File: config.mk
export PLATFORM = sky130hd
export DESIGN_NAME = curve_subdivision_filter
export DESIGN_NICKNAME = d
export VERILOG_FILES = /design/src/rtl/core/csf_pkg.sv /design/src/rtl/core/csf_taps.sv /design/src/rtl/core/curve_subdivision_filter.sv
export SDC_FILE = /design/constraint.sdc
export NUM_CORES = 1
export LEC_CHECK = 0
export BUFFER_PORTS_ARGS = -buffer_cell sky130_fd_sc_hd__buf_2
export CAP_MARGIN = 15
export CORE_ASPECT_RATIO = 1.5
export CORE_MARGIN = 2
export CORE_UTILIZATION = 60
export DETAILED_ROUTE_END_ITERATION = 6
export GPL_ROUTABILITY_DRIVEN = 1
export HOLD_SLACK_MARGIN = 0.15
export PLACE_DENSITY = 0.81
export SETUP_SLACK_MARGIN = 0.02
export SYNTH_ARGS = -nofsm -noshare
export SYNTH_HDL_FRONTEND = slang
export SYNTH_HIERARCHICAL = 1
export SYNTH_SLANG_ARGS = --single-unit
File: constraint.sdc
create_clock -name clk -period 10.07 [get_ports clk]
set_input_delay 2.014 -clock clk [delete_from_list [all_inputs] [get_ports clk]]
set_output_delay 2.014 -clock clk [all_outputs]
set_load 0.005 [all_outputs]
File: src/rtl/core/csf_pkg.sv
// Shared types and constants for the curve subdivision filter.
// No dependencies; every other file in rtl/core uses this package.
package csf_pkg;

    // coordinate width and sum headroom (taps sum to 128, i.e. 7 bits, plus sign slack)
    localparam int COORD_BITS = 16;
    localparam int TAP_SHIFT  = 7;
    localparam int TAP_SCALE  = 1 << TAP_SHIFT;
    localparam int SUM_BITS   = COORD_BITS + TAP_SHIFT + 1;

    // four held points plus the incoming one
    localparam int WIN_DEPTH  = 4;
    localparam int TAP_COUNT  = WIN_DEPTH + 1;
    localparam int FILL_BITS  = $clog2(WIN_DEPTH + 1);

    // five-tap kernel 1,28,70,28,1 and four-tap kernel 8,56,56,8
    localparam int TAP5_EDGE  = 1;
    localparam int TAP5_NEAR  = 28;
    localparam int TAP5_MID   = 70;
    localparam int TAP4_OUTER = 8;
    localparam int TAP4_INNER = 56;

    typedef logic signed [COORD_BITS-1:0] coord_t;
    typedef logic signed [SUM_BITS-1:0]   sum_t;
    typedef logic [FILL_BITS-1:0]         fill_t;

    // samples ordered oldest to newest, last one is the incoming point
    typedef coord_t tap_vec_t [TAP_COUNT];

    typedef struct packed {
        coord_t point_x;
        coord_t point_y;
        logic   start_of_curve;
    } point_beat_t;

    typedef struct packed {
        coord_t out_x;
        coord_t out_y;
        logic   pair_last;
    } refined_beat_t;

endpackage

File: src/rtl/core/csf_taps.sv
// One coordinate of the refinement kernel: weighted sum and divide by 128.
// Depends on csf_pkg.
module csf_taps (
    input  csf_pkg::tap_vec_t samples,
    input  logic              pair_last,
    output csf_pkg::coord_t   result
);

    localparam csf_pkg::sum_t W5_EDGE  = csf_pkg::sum_t'(csf_pkg::TAP5_EDGE);
    localparam csf_pkg::sum_t W5_NEAR  = csf_pkg::sum_t'(csf_pkg::TAP5_NEAR);
    localparam csf_pkg::sum_t W5_MID   = csf_pkg::sum_t'(csf_pkg::TAP5_MID);
    localparam csf_pkg::sum_t W4_OUTER = csf_pkg::sum_t'(csf_pkg::TAP4_OUTER);
    localparam csf_pkg::sum_t W4_INNER = csf_pkg::sum_t'(csf_pkg::TAP4_INNER);
    localparam csf_pkg::sum_t ROUND_UP = csf_pkg::sum_t'(csf_pkg::TAP_SCALE - 1);

    csf_pkg::sum_t ext [csf_pkg::TAP_COUNT];
    csf_pkg::sum_t sum5;
    csf_pkg::sum_t sum4;
    csf_pkg::sum_t sum_sel;
    csf_pkg::sum_t biased;
    csf_pkg::sum_t quot;

    // sign extend samples to sum width
    always_comb
    begin
        for (int i = 0; i < csf_pkg::TAP_COUNT; i++)
        begin
            ext[i] = csf_pkg::sum_t'(samples[i]);
        end
    end

    // both kernels, constant weights reduce to shift-and-add
    assign sum5 = W5_EDGE * ext[0] + W5_NEAR * ext[1] + W5_MID * ext[2]
                + W5_NEAR * ext[3] + W5_EDGE * ext[4];
    assign sum4 = W4_OUTER * ext[1] + W4_INNER * ext[2]
                + W4_INNER * ext[3] + W4_OUTER * ext[4];

    assign sum_sel = pair_last ? sum4 : sum5;

    // divide by 128 truncating toward zero: bias negatives before the shift
    assign biased = sum_sel[csf_pkg::SUM_BITS-1] ? sum_sel + ROUND_UP : sum_sel;
    assign quot   = biased >>> csf_pkg::TAP_SHIFT;
    assign result = quot[csf_pkg::COORD_BITS-1:0];

endmodule

File: src/rtl/core/curve_subdivision_filter.sv
// Streaming degree-7 B-spline subdivision of a 2-D polyline, top level.
// Depends on csf_pkg and csf_taps.
//
// Points enter on the point channel; start_of_curve empties the window so the
// point begins a new curve. The first four points of a curve only fill the
// window. Every later point yields two beats on the refined channel, the
// five-tap point (pair_last 0) then the four-tap point (pair_last 1), and the
// next point is taken no sooner than the second beat moves into the single
// refined output register. A point is held in one stage register together with
// its window, and the kernel between that stage and the output register picks
// the tap set by the pair phase; a result passes the stage, then the output.
module curve_subdivision_filter (
    input  logic                   clk,
    input  logic                   rst_n,
    input  logic                   point_valid,
    output logic                   point_ready,
    input  csf_pkg::point_beat_t   point,
    output logic                   refined_valid,
    input  logic                   refined_ready,
    output csf_pkg::refined_beat_t refined
);

    // window of last four points, index 0 oldest
    csf_pkg::coord_t window_x_reg [csf_pkg::WIN_DEPTH];
    csf_pkg::coord_t window_y_reg [csf_pkg::WIN_DEPTH];
    csf_pkg::fill_t  fill_count_reg, fill_count_next;

    // stage holding a point that produces a pair
    logic              stage_valid_reg, stage_valid_next;
    logic              stage_phase_reg, stage_phase_next;
    csf_pkg::tap_vec_t stage_x_reg;
    csf_pkg::tap_vec_t stage_y_reg;

    // result register
    logic                   out_valid_reg, out_valid_next;
    csf_pkg::refined_beat_t out_data_reg;

    csf_pkg::fill_t  fill_eff;
    logic            accept;
    logic            produce;
    logic            load;
    csf_pkg::coord_t tap_x;
    csf_pkg::coord_t tap_y;

    // handshake and control
    assign load        = stage_valid_reg && (!out_valid_reg || refined_ready);
    assign point_ready = !stage_valid_reg || (load && stage_phase_reg);
    assign accept      = point_valid && point_ready;
    assign fill_eff    = point.start_of_curve ? '0 : fill_count_reg;
    assign produce     = (fill_eff == csf_pkg::fill_t'(csf_pkg::WIN_DEPTH));

    always_comb
    begin
        fill_count_next  = fill_count_reg;
        stage_valid_next = stage_valid_reg;
        stage_phase_next = stage_phase_reg;
        out_valid_next   = out_valid_reg;

        // output register drains or refills
        if (load)
        begin
            out_valid_next = 1'b1;
        end
        else if (refined_ready)
        begin
            out_valid_next = 1'b0;
        end

        // pair phase advance, stage frees after the second beat
        if (load)
        begin
            if (stage_phase_reg)
            begin
                stage_valid_next = 1'b0;
                stage_phase_next = 1'b0;
            end
            else
            begin
                stage_phase_next = 1'b1;
            end
        end

        // new point: count up to a full window, capture if it yields a pair
        if (accept)
        begin
            if (produce)
            begin
                fill_count_next  = fill_eff;
                stage_valid_next = 1'b1;
                stage_phase_next = 1'b0;
            end
            else
            begin
                fill_count_next = fill_eff + csf_pkg::fill_t'(1);
            end
        end
    end

    // control state
    always_ff @(posedge clk or negedge rst_n)
    begin
        if (!rst_n)
        begin
            fill_count_reg  <= '0;
            stage_valid_reg <= 1'b0;
            stage_phase_reg <= 1'b0;
            out_valid_reg   <= 1'b0;
        end
        else
        begin
            fill_count_reg  <= fill_count_next;
            stage_valid_reg <= stage_valid_next;
            stage_phase_reg <= stage_phase_next;
            out_valid_reg   <= out_valid_next;
        end
    end

    // window shift and stage capture; entries past the fill count are never read
    always_ff @(posedge clk)
    begin
        if (accept)
        begin
            for (int i = 0; i < csf_pkg::WIN_DEPTH - 1; i++)
            begin
                window_x_reg[i] <= window_x_reg[i+1];
                window_y_reg[i] <= window_y_reg[i+1];
            end
            window_x_reg[csf_pkg::WIN_DEPTH-1] <= point.point_x;
            window_y_reg[csf_pkg::WIN_DEPTH-1] <= point.point_y;

            if (produce)
            begin
                for (int i = 0; i < csf_pkg::WIN_DEPTH; i++)
                begin
                    stage_x_reg[i] <= window_x_reg[i];
                    stage_y_reg[i] <= window_y_reg[i];
                end
                stage_x_reg[csf_pkg::WIN_DEPTH] <= point.point_x;
                stage_y_reg[csf_pkg::WIN_DEPTH] <= point.point_y;
            end
        end
    end

    // kernel for each coordinate
    csf_taps u_taps_x (
        .samples   (stage_x_reg),
        .pair_last (stage_phase_reg),
        .result    (tap_x)
    );

    csf_taps u_taps_y (
        .samples   (stage_y_reg),
        .pair_last (stage_phase_reg),
        .result    (tap_y)
    );

    // result beat capture
    always_ff @(posedge clk)
    begin
        if (load)
        begin
            out_data_reg.out_x     <= tap_x;
            out_data_reg.out_y     <= tap_y;
            out_data_reg.pair_last <= stage_phase_reg;
        end
    end

    assign refined_valid = out_valid_reg;
    assign refined       = out_data_reg;

endmodule
Word-level counts from Yosys, hierarchy flattened
Memory sizes are Yosys's and may differ from the RTL's. A register that Yosys moved wholly into a read port is not among the register bits.
Index checks and enable logic that the tools add are counted.
{ "word_totals": {"reg_bits": 167, "ramBits": 128, "in_bits": 37, "out_inout_bits": 35, "word_cells": 72, "memories": 2} }
{ "memory_table": {"columns": ["name", "depth", "width", "read_ports", "rd_ports_with_merged_regs", "wr", "line", "text"], "rows": [
  ["window_x_reg", 4, 16, 4, 1, 4, "curve_subdivision_filter.sv:24", "csf_pkg::coord_t window_x_reg [csf_pkg::WIN_DEPTH];"],
  ["window_y_reg", 4, 16, 4, 1, 4, "curve_subdivision_filter.sv:25", "csf_pkg::coord_t window_y_reg [csf_pkg::WIN_DEPTH];"]
]} }
{ "classes": {"add_sub_neg": 17, "multipliers": 10, "eq_ne": 1, "n_mux": 18, "reduce_logical": 9} }
{ "op_table": {"columns": ["cell", "count"], "rows": [
  ["4-bit by 16-bit multiplier with 20-bit output, first input constant", 8],
  ["24-bit adder", 6],
  ["19-bit by 23-bit adder with 24-bit output", 2],
  ["24-bit by 16-bit adder with 24-bit output", 2],
  ["24-bit by 19-bit adder with 24-bit output", 2],
  ["24-bit 2-to-1 mux", 2],
  ["16-bit by 22-bit adder with 23-bit output", 2],
  ["23-bit by 8-bit adder with 23-bit output, second input constant", 2],
  ["7-bit by 16-bit multiplier with 23-bit output, first input constant", 2],
  ["23-bit 2-to-1 mux", 2],
  ["1-bit 2-to-1 mux", 12],
  ["3-bit 2-to-1 mux", 2],
  ["3-bit by 1-bit adder with 3-bit output, second input constant", 1],
  ["3-bit == test, second input constant", 1],
  ["1-bit logical AND", 3],
  ["1-bit zero test", 2],
  ["1-bit logical OR", 2],
  ["2-bit AND reduction", 1],
  ["2-bit nonzero test", 1]
]} }

Longest topological paths before layout
{ "logic_depth": {"word_depth": 8, "depth_mapped": 33, "ltp_nobuf": 32} }

By module
The synthesis kept the hierarchy.
{ "by_module_without_submodules": {"columns": ["mod", "instances", "cells_per_inst", "area_each_um2", "seq_area_each_um2"], "rows": [
  ["csf_taps (u_taps_x)", 1, 1368, 11170.7, 0.0],
  ["csf_taps (u_taps_y)", 1, 1365, 11016.8, 0.0],
  ["curve_subdivision_filter", 1, 354, 9994.6, 9789.4]
]} }

Least setup slack after synthesis
OpenSTA, ideal clock, no wires.
{ "synth_path": {"path_type": "register to register", "from": "reg stage_y_reg[39] in the netlist's numbering, read port of window_y_reg", "to": "reg out_data_reg, in the netlist refined[14], data pin", "setup_time_ps": 146, "t_arrival_ps": 7910, "t_required_ps": 9924, "path_slack_ps": 2014, "path_stages_with_launch": 31, "n_path_buf": 1, "synth_period_minus_slack_ps": 8056, "path_cell_list": "edfxtp_1 ha_1 ha_1 inv_1 fa_1 inv_1 ha_1 a21oi_1 o21a_1 o21ai_0 a21oi_1 o21ai_0 and2_1 a21oi_1 fa_1 fa_1 fa_1 ha_1 and2_1 a2111oi_0 o211ai_1 a31oi_1 o21ai_1 or3b_1 a221oi_1 xnor2_2 a2bb2oi_2 or4_1 buf_2 or3_1 a21oi_1"} }
{ "synth_via": {"elab_chain_cells": 7, "elab_cells_between_ends": 11, "cone_classes": "add/sub: 7; mul: 2; mux: 2"} }
{ "synth_lines": {"columns": ["item", "line", "text"], "rows": [
  ["start: declaration", "curve_subdivision_filter.sv:32", "csf_pkg::tap_vec_t stage_y_reg;"],
  ["7-bit by 16-bit multiplier with 23-bit output or 4-bit by 16-bit multiplier with 20-bit output (tied branches)", "csf_taps.sv:33, csf_taps.sv:35", null],
  ["24-bit adder or 19-bit by 23-bit adder with 24-bit output (tied branches)", "csf_taps.sv:33, csf_taps.sv:35", null],
  ["24-bit adder, on equally long branches", "csf_taps.sv:34, csf_taps.sv:36", null],
  ["24-bit by 16-bit adder with 24-bit output or 24-bit by 19-bit adder with 24-bit output (tied branches)", "csf_taps.sv:34, csf_taps.sv:36", null],
  ["24-bit 2-to-1 mux (*)", "csf_taps.sv:38", "assign sum_sel = pair_last ? sum4 : sum5;"],
  ["23-bit by 8-bit adder with 23-bit output", "csf_taps.sv:41", "assign biased = sum_sel[csf_pkg::SUM_BITS-1] ? sum_sel + ROUND_UP : sum_sel;"],
  ["23-bit 2-to-1 mux (*)", "csf_taps.sv:41", null],
  ["via tap_y[13]", "curve_subdivision_filter.sv:43", "csf_pkg::coord_t tap_y;"],
  ["end: declaration", "curve_subdivision_filter.sv:36", "csf_pkg::refined_beat_t out_data_reg;"]
]} }
Mark *: on every way through the listed nets, which the timed path passes. The rest lies on a longest branch.
A chain may end at the register's enable or synchronous reset.

Final worst setup path
Same ends and word-level chain as after synthesis.

==> reports/results.txt <==
fraction of synthesis flops using an asynchronous set or reset pin - 1.835%
maximum number of pins on one net before global-route repair - 74
synthesized area per cell - 10.43 um^2
post-synth net total - 3835
maximum clock insertion buffer count - 3
total negative slack for setup checks - 0 ps
half-perimeter wire length after detailed placement - 60470 um
time the worst path needs with I/O delays and setup - 9356 ps
total instance count after detailed placement - 3834
drt total wl - 72640 um
total inserted antenna cells - 0
I/O Buffers - 71
Yosys top cell area share - 29.95%
most frequent cell after synthesis - sky130_fd_sc_hd__inv_1
Distinct cells, synth - 94
post-synthesis cell area - 0.03218 mm^2
synthesis-to-layout area growth - 6.917%
number of nets in the layout - 3930
part of the Yosys area used for sequential elements - 30.42%
part of the power in the clock network - 11.9%
power density over cell area - 297.4 mW/mm^2
data required time at the worst endpoint - 10470 ps
Worst Hold Class - flop to flop
Logic pwr share - 69.0%
worst setup skew after layout - 17.31 ps
Starting Density - 60.32%
Lkg Pwr - 16.41 nW
clock sink count - 327
clock transition at the register clock pins on the worst setup and hold paths after CTS - 70 ps
post-CTS setup-driven buffer insertion count - 0
Die X - 193.1 um
DRC violation total after the first TritonRoute iteration - 948
headroom to the max-slew limit - 29.88%
CTS H-tree lvls - 2
worst skew pair latency - 560 ps
Vias/cell - 5.619
slowest cell on the critical path - sky130_fd_sc_hd__or4_1
Sequential Power Share - 19.1%
Yosys warning count - 6
delay of the slowest critical-path stage - 740 ps
remaining number of nets flagged by the antenna check after routing - 0
leading post-synthesis cells by cell area - sky130_fd_sc_hd__edfxtp_1, sky130_fd_sc_hd__fa_1, sky130_fd_sc_hd__ha_1, sky130_fd_sc_hd__inv_1, sky130_fd_sc_hd__xnor2_1
total cell area at the placement stage - 0.03335 mm^2
number of fill cells in the layout - 4214
RSZ-0062 raised after global routing - false
count of state elements after synthesis - 327
Die Footprint - 0.05554 mm^2
number of buffers inserted during clock tree synthesis - 35
number of iterations in the first detailed-routing pass - 7
biggest area consumer among synthesized cells - sky130_fd_sc_hd__edfxtp_1
placement row count - 104
root buf cell - sky130_fd_sc_hd__clkbuf_16
clock tree from TritonCTS - built
ratio of cells with drive above 1 in the final layout - 5.303%
share of total power consumed by net switching - 46.81%
total internal power - 5.442 mW
antenna violations before repair - 4
prevailing post-synth register cell - sky130_fd_sc_hd__edfxtp_1
DRC violation count after routing - 0
I/O pin count - 72
count of endpoints failing setup in the final report - 0
# hold bufs at CTS - 0
post-layout worst setup margin - 714.1 ps
post-synthesis instance total - 3087
per-cell routed wire length - 18.65 um
post-route worst hold slack - 410.5 ps
Critical Path Sink Type - flop
data arrival time of the worst path - 9760 ps
total global routing overflow - 0
number of max-cap violations - 0
Power, Total - 10.23 mW
number of pins with negative max-slew slack in the final report - 0
transition time at the pin with the least slew margin - 1052 ps
outcome - finished clean
Finished Cell Area - 0.03441 mm^2
Worst Path Class, Setup - flop to flop
count of non-filler cells in the finished layout - 3895
Hold Fails Final Rpt - 0
gp weighted congestion - 0.9408
number of flops mapped to enable cells by yosys - 321
combined global-route utilization of all metal layers - 27.16%
element type at the critical path start - flop
net switching power of the design - 4.790 mW
via count of the first global-routing pass - 24210
vias after detailed routing - 21890
maximum fanout encountered on the critical timing path - 8
wire length of the first global-routing pass - 117200 um
count of cells resized by post-cts repair - 0
setup slack after placement - 780.5 ps
VDD IR max - 0.3379 mV
leading cell types by count after synthesis - sky130_fd_sc_hd__inv_1, sky130_fd_sc_hd__ha_1, sky130_fd_sc_hd__fa_1, sky130_fd_sc_hd__edfxtp_1, sky130_fd_sc_hd__a21oi_1
fmax - 0.1069 GHz
floorplan core area - 0.05335 mm^2
die span in y - 287.6 um
post-route clock period utilization - 92.91%
fraction of the core area covered by cells at the end of the flow - 64.49%
[worst max-delay path: cells and delay by family (launching register included)]
| family | cells | cell delay, ps |
|---|---|---|
| buf+inv | 2 | 90 |
| flops | 1 | 530 |
| fa+ha+maj | 8 | 3190 |
| simple gates | 5 | 1970 |
| xor+xnor | 1 | 220 |
| compound gates | 13 | 3190 |
[placed cells by master (no fill, tap or decap), types with 26 or more instances in the layout]
cell type,netlist,routed
sky130_fd_sc_hd__inv_1,832,832
sky130_fd_sc_hd__nand3_1,43,43
sky130_fd_sc_hd__nand2b_1,38,38
sky130_fd_sc_hd__nor2_1,117,117
sky130_fd_sc_hd__xor2_1,72,72
sky130_fd_sc_hd__nor2b_1,26,26
sky130_fd_sc_hd__xnor2_1,131,131
sky130_fd_sc_hd__o21a_1,28,28
sky130_fd_sc_hd__a21o_1,54,54
sky130_fd_sc_hd__buf_2,1,71
sky130_fd_sc_hd__fa_1,326,326
sky130_fd_sc_hd__edfxtp_1,321,321
sky130_fd_sc_hd__nor3_1,31,31
sky130_fd_sc_hd__ha_1,385,385
sky130_fd_sc_hd__nand2_1,96,96
sky130_fd_sc_hd__a21oi_1,142,142
sky130_fd_sc_hd__clkbuf_16,0,35
sky130_fd_sc_hd__o21ai_0,99,99
[power groups by stage]
stage	sequential (mW)	combinational, mW	clock [mW]
finish	1.96	7.06	1.22
global route	1.98	7.80	1.30
CTS	1.96	6.95	1.25
detailed placement	1.99	6.89	0
global placement	1.98	6.64	0
floorplan	1.93	5.42	0
[cells by family (layout without fill, tap and decap cells)]
group / count (synthesis) / count (layout) / synth area share [%]
AND/OR/NAND/NOR: 453 / 453 / 7.270
adder cells (fa/ha/maj): 711 / 711 / 35.25
AO/OA/AOI/OAI: 513 / 513 / 10.56
buffers and inverters: 853 / 972 / 10.00
XOR/XNOR: 207 / 207 / 5.766
flip-flops: 327 / 327 / 30.42
multiplexers: 23 / 23 / 0.7387
[per-layer routing]
metal	wire length (um)	GRT usage [%]
met1	25640	27.68
met2	40250	52.70
met3	2689	3.718
met4	4023	13.92
met5	37	0
[worst paths after layout]
check                      slack [ps]                 to  cells past startpoint               start
setup / recovery                  710        refined[14]                     29     stage_y_reg[39]
hold / removal                    410    stage_y_reg[70]                      0  window_y_reg[0][6]
setup reg to reg                  710        refined[14]                     29     stage_y_reg[39]
hold reg to reg                   410    stage_y_reg[70]                      0  window_y_reg[0][6]
max in group asynchronous        8630    stage_phase_reg                      1               rst_n
min in group asynchronous        1280  fill_count_reg[2]                      1               rst_n
[final cells by class]
class,count,area (um^2),share of cell area (%)
inverter,836,3138,9.120
clock inverter,20,155.1,0.4509
clock buffer,41,898.4,2.611
multi-input combinational,1907,19180,55.74
timing repair buffer,75,385.4,1.120
sequential,327,9791,28.45
tap,689,862.1,2.505
No activity file was read; power rests on OpenSTA's default activity.
